$ cat config.mk
export PLATFORM = sky130hd
export DESIGN_NAME = mbe_merge
export DESIGN_NICKNAME = d
export VERILOG_FILES = /design/src/design/mbe_pkg.sv /design/src/design/mbe_merge.sv
export SDC_FILE = /design/constraint.sdc
export NUM_CORES = 1
export LEC_CHECK = 0
export BUFFER_PORTS_ARGS = -buffer_cell sky130_fd_sc_hd__buf_4
export CORE_ASPECT_RATIO = 0.8
export CORE_UTILIZATION = 35
export CTS_BUF_LIST = sky130_fd_sc_hd__clkbuf_4 sky130_fd_sc_hd__clkbuf_8 sky130_fd_sc_hd__clkbuf_16
export DETAILED_ROUTE_END_ITERATION = 8
export PLACE_DENSITY_LB_ADDON = 0.08
export SLEW_MARGIN = 20
export SYNTH_ARGS = -nofsm -noshare
export SYNTH_HDL_FRONTEND = slang
export SYNTH_SLANG_ARGS = --single-unit
$ cat constraint.sdc
create_clock -name clk -period 2.2 [get_ports clk]
set_clock_uncertainty 0.2 [all_clocks]
set_input_delay 0.11 -clock clk [delete_from_list [all_inputs] [get_ports clk]]
set_output_delay 0.11 -clock clk [all_outputs]
set_load 0.02 [all_outputs]
$ cat src/design/mbe_pkg.sv
// ----------------------------------------------------------------------------
// mbe_pkg
// Shared types, constants and fixed-point helpers for the escape-time unit.
// ----------------------------------------------------------------------------
package mbe_pkg;

	// fixed-point word and escape count widths
	localparam int Q_W   = 32;
	localparam int WIDE  = 66;
	localparam int CNT_W = 8;

	// configuration register indexes
	localparam int CFG_IDX_W = 2;
	typedef enum logic [CFG_IDX_W-1:0] {
		REG_X_ORIGIN = 2'd0,
		REG_Y_ORIGIN = 2'd1,
		REG_STEP     = 2'd2
	} cfg_reg_t;

	// top-level sequencer states
	typedef enum logic [2:0] {
		ST_IDLE  = 3'b001,
		ST_SETUP = 3'b010,
		ST_RUN   = 3'b100
	} ctl_state_t;

	// lane status toward the merge stage
	typedef struct packed {
		logic             busy;
		logic [CNT_W-1:0] count;
	} lane_stat_t;

	// clamp a wide signed value into the signed word range
	function automatic logic signed [Q_W-1:0] sat_q(input logic signed [WIDE-1:0] v);
		logic signed [WIDE-1:0] hi;
		logic signed [WIDE-1:0] lo;
		hi = WIDE'({1'b0, {(Q_W-1){1'b1}}});
		lo = -hi - WIDE'(1);
		if (v > hi) begin
			return {1'b0, {(Q_W-1){1'b1}}};
		end else if (v < lo) begin
			return {1'b1, {(Q_W-1){1'b0}}};
		end
		return v[Q_W-1:0];
	endfunction

endpackage

$ cat src/design/mbe_merge.sv
// ----------------------------------------------------------------------------
// mbe_merge
// Waits for every lane to finish and holds the packed counts for the output.
// ----------------------------------------------------------------------------
module mbe_merge import mbe_pkg::*; #(
	parameter int LANES = 4
) (
	input  logic                     clk,
	input  logic                     arst_n,
	input  logic                     run,
	input  lane_stat_t               stat [LANES],
	output logic                     load,
	output logic                     m_tvalid,
	input  logic                     m_tready,
	output logic [LANES*CNT_W-1:0]   m_tdata
);

	logic all_done;
	logic valid_q;

	// all lanes idle
	always_comb begin
		all_done = 1'b1;
		for (int k = 0; k < LANES; k++) begin
			if (stat[k].busy) begin
				all_done = 1'b0;
			end
		end
	end

	assign load = run && all_done && (!valid_q || m_tready);

	// output register valid
	always_ff @(posedge clk or negedge arst_n) begin
		if (!arst_n) begin
			valid_q <= 1'b0;
		end else if (load) begin
			valid_q <= 1'b1;
		end else if (m_tready) begin
			valid_q <= 1'b0;
		end
	end

	// output payload, lane 0 lowest
	always_ff @(posedge clk) begin
		if (load) begin
			for (int k = 0; k < LANES; k++) begin
				m_tdata[k*CNT_W +: CNT_W] <= stat[k].count;
			end
		end
	end

	assign m_tvalid = valid_q;

endmodule

==> out/qor.txt <==
Leak Pwr: 0.0008707 µW
Synthesis Warnings: 0
TNS Setup: 0 ns
die area: 3146 µm²
Clock Path Buffers: 2
Max VDD drop: 387.9 µV
Initial Util: 37.01%
WP buf/inv: 2
post-DP HPWL: 1467 µm
# diodes: 0
Post-Synth Adder-Cell Area: 0%
RSZ-0062 raised after global routing: no
register area share after synthesis: 96.33%
grt ovf: 0
CTS Sinks: 33
EDFF count, synth: 32
Num CTS Buffers: 5
number of cells on the critical path: 4
GR Util All Layers: 16.87%
Die W: 62.46 µm
Post-Syn Nets: 77
final hold violations: 0
CP startpoint kind: flip-flop
detailed-route via count: 787
TritonCTS clock tree: done
distinct cell type count after synthesis: 6
Post-Syn Area: 1023 µm²
metal3 WL: 177 µm
Highest Signal Layer: met4
top-area cell type share of the netlist area: 93.89%
final period utilization: 78.34%
cts repair resizes: 0
Cell Rows: 17
chip height: 50.37 µm
CTS H-Tree Depth: 2
Synth Area in XOR/XNOR: 0%
Setup crit end kind: output port
number of global-route vias before repair: 829
Design Area, Final: 2085 µm²
slowest stage cell, crit path: dfrtp_1
routed length per instance: 12.37 µm
Post-Syn Area per Cell: 27.66 µm²
Port Buffers: 73
min Tclk post-route: 1.723 ns
DRT Pass-1 Iters: 3
clock latency on the worst-skew pair: 0.32 ns
Simple-Gate Fraction of Synth Area: 2.934%
Routed met2 length: 1415 µm
Register-to-Register Path Depth: 3
Worst Tran Pin Value: 0.2599 ns
Post-synth ARST share: 3.030%
MaxCap Viol Count: 0
mux share of post-synthesis cell area: 0%
worst-path maximum fanout: 33
CP required: 1.89 ns
Final nets: 194
most numerous cell in the Yosys netlist: edfxtp_1
hold path depth: 4
worst hold path class: in2reg
area growth from synthesis to final layout: 103.7%
final wirelength: 2388 µm
Crit path largest cell delay: 0.38 ns
Placer Congestion: 0.6568
I/O pin count: 74
fmax: 580.2 MHz
Synth Area in Compound Gates: 0.7335%
largest area contributor in the netlist: edfxtp_1
Placed Instance Area: 1645 µm²
relative slew slack: 82.64%
largest family of logic cells by synthesized area: simple AND/OR/NAND/NOR gates
Post-Synthesis Cells: 37
Detail Route Antenna Nets: 0
share of cells above drive strength 1: 53.55%
DR iter-0 viols: 19
Final setup viols: 0
CP arrival: 1.41 ns
drt via density: 4.078
prevailing post-synth register cell: edfxtp_1
status: complete, no violations
routed metal-1 wirelength: 786 µm
Yosys reg bits: 33
post-CTS setup buffer count: 0
Clock Pin Slew Worst Setup and Hold Paths: 0.09 ns
first-pass GRT wire length: 3746 µm
critical path class: reg2out
largest net degree at the start of global routing: 34
DRC errors left: 0
Synth area leaders: edfxtp_1 94%, dfrtp_1 2.4%, or4b_4 1.3%
clock root buffer: clkbuf_4
core area: 2765 µm²
initial antenna violation count: 0
CP delay by family, top: buffers and inverters
critical path cell sequence: nor2b_1, nor3_4, buf_12, buf_4
pins over their slew limit: 0
pwr dens: 606.2 nW/µm²
## worst paths after layout
check                      slack, ns  startpoint          end
min in group asynchronous       0.41      arst_n     m_tvalid
max in group asynchronous       1.29      arst_n     m_tvalid
min                             0.18    stat[26]  m_tdata[20]
max                             0.48    m_tvalid         load
max reg2reg                     0.62    m_tvalid     m_tvalid
min reg2reg                     0.82    m_tvalid  m_tdata[20]
## stage by stage
| step | total power, µW | worst slack [ns] | util [%] | instances | hold WS, ns |
|---|---|---|---|---|---|
| 6_report | 1264 | 0.4766 | 75.38 | 193 | 0.1842 |
| 5_1_grt | 1315 | 0.3757 | 75.38 | 193 | 0.1718 |
| 4_1_cts | 1278 | 0.4477 | 75.38 | 193 | 0.1601 |
| 3_5_place_dp | 793.2 | 0.4722 | 59.50 | 149 | -0.3137 |
| 3_3_place_gp | 791.4 | 0.4833 | 59.50 | 149 | -0.3137 |
| 2_1_floorplan | 727.7 | -0.04728 | - | 37 | -0.3856 |
## cell families (layout without fill, tap and decap cells)
logic type             Yosys count  in the layout
AND/OR/NAND/NOR                  3              3
flip-flops                      33             33
buffers and inverters            0            118
AO/OA/AOI/OAI                    1              1
## state kept, by name (all words and copies together), names as in the netlist
name and count:
m_tdata 32, m_tvalid 1
## layout make-up
cell class              instances  area, µm²
clock buffers                   6      45.04
clock inverters                 2      33.78
fillers                       177      680.7
multi-input cells               4      43.79
flip-flops and latches         33      985.9
well taps                      38      47.55
repair buffers                110      928.4
## per-layer routing
layer,vias to the layer above,global-route usage [%]
met3,2,7.727
met1,362,14.95
li1,382,-
met5,-,0
met2,41,33.33
met4,0,5.814
## cell usage in the layout, fill, tap and decap left out, drive strengths merged
| master | Yosys | layout |
|---|---|---|
| buf | 0 | 74 |
| dlygate4sd3 | 0 | 36 |
| edfxtp | 32 | 32 |
| clkbuf | 0 | 6 |
| or4b | 1 | 1 |
| nor2b | 1 | 1 |
| nor3 | 1 | 1 |
| o21bai | 1 | 1 |
| bufinv | 0 | 1 |
| clkinv | 0 | 1 |
| dfrtp | 1 | 1 |
## worst register-to-register path: stages (launching register included)
cell	delay, ns
dfrtp_1	0.35
nor2b_1	0.26
o21bai_1	0.15
dlygate4sd3_1	0.56
## power breakdown
group / internal [µW] / leakage (µW) / total, µW / switching [µW]
Clock: 249 / 0.0000433 / 432 / 184
Combinational: 95.1 / 0.000525 / 133 / 37.6
Sequential: 697 / 0.000303 / 699 / 1.94
## repair_timing
item	4_1_cts	5_1_grt
endpoints found under the hold margin	34	0
setup endpoints to repair	0	0
hold buffers	36	0
No activity file was read; power rests on OpenSTA's default activity.
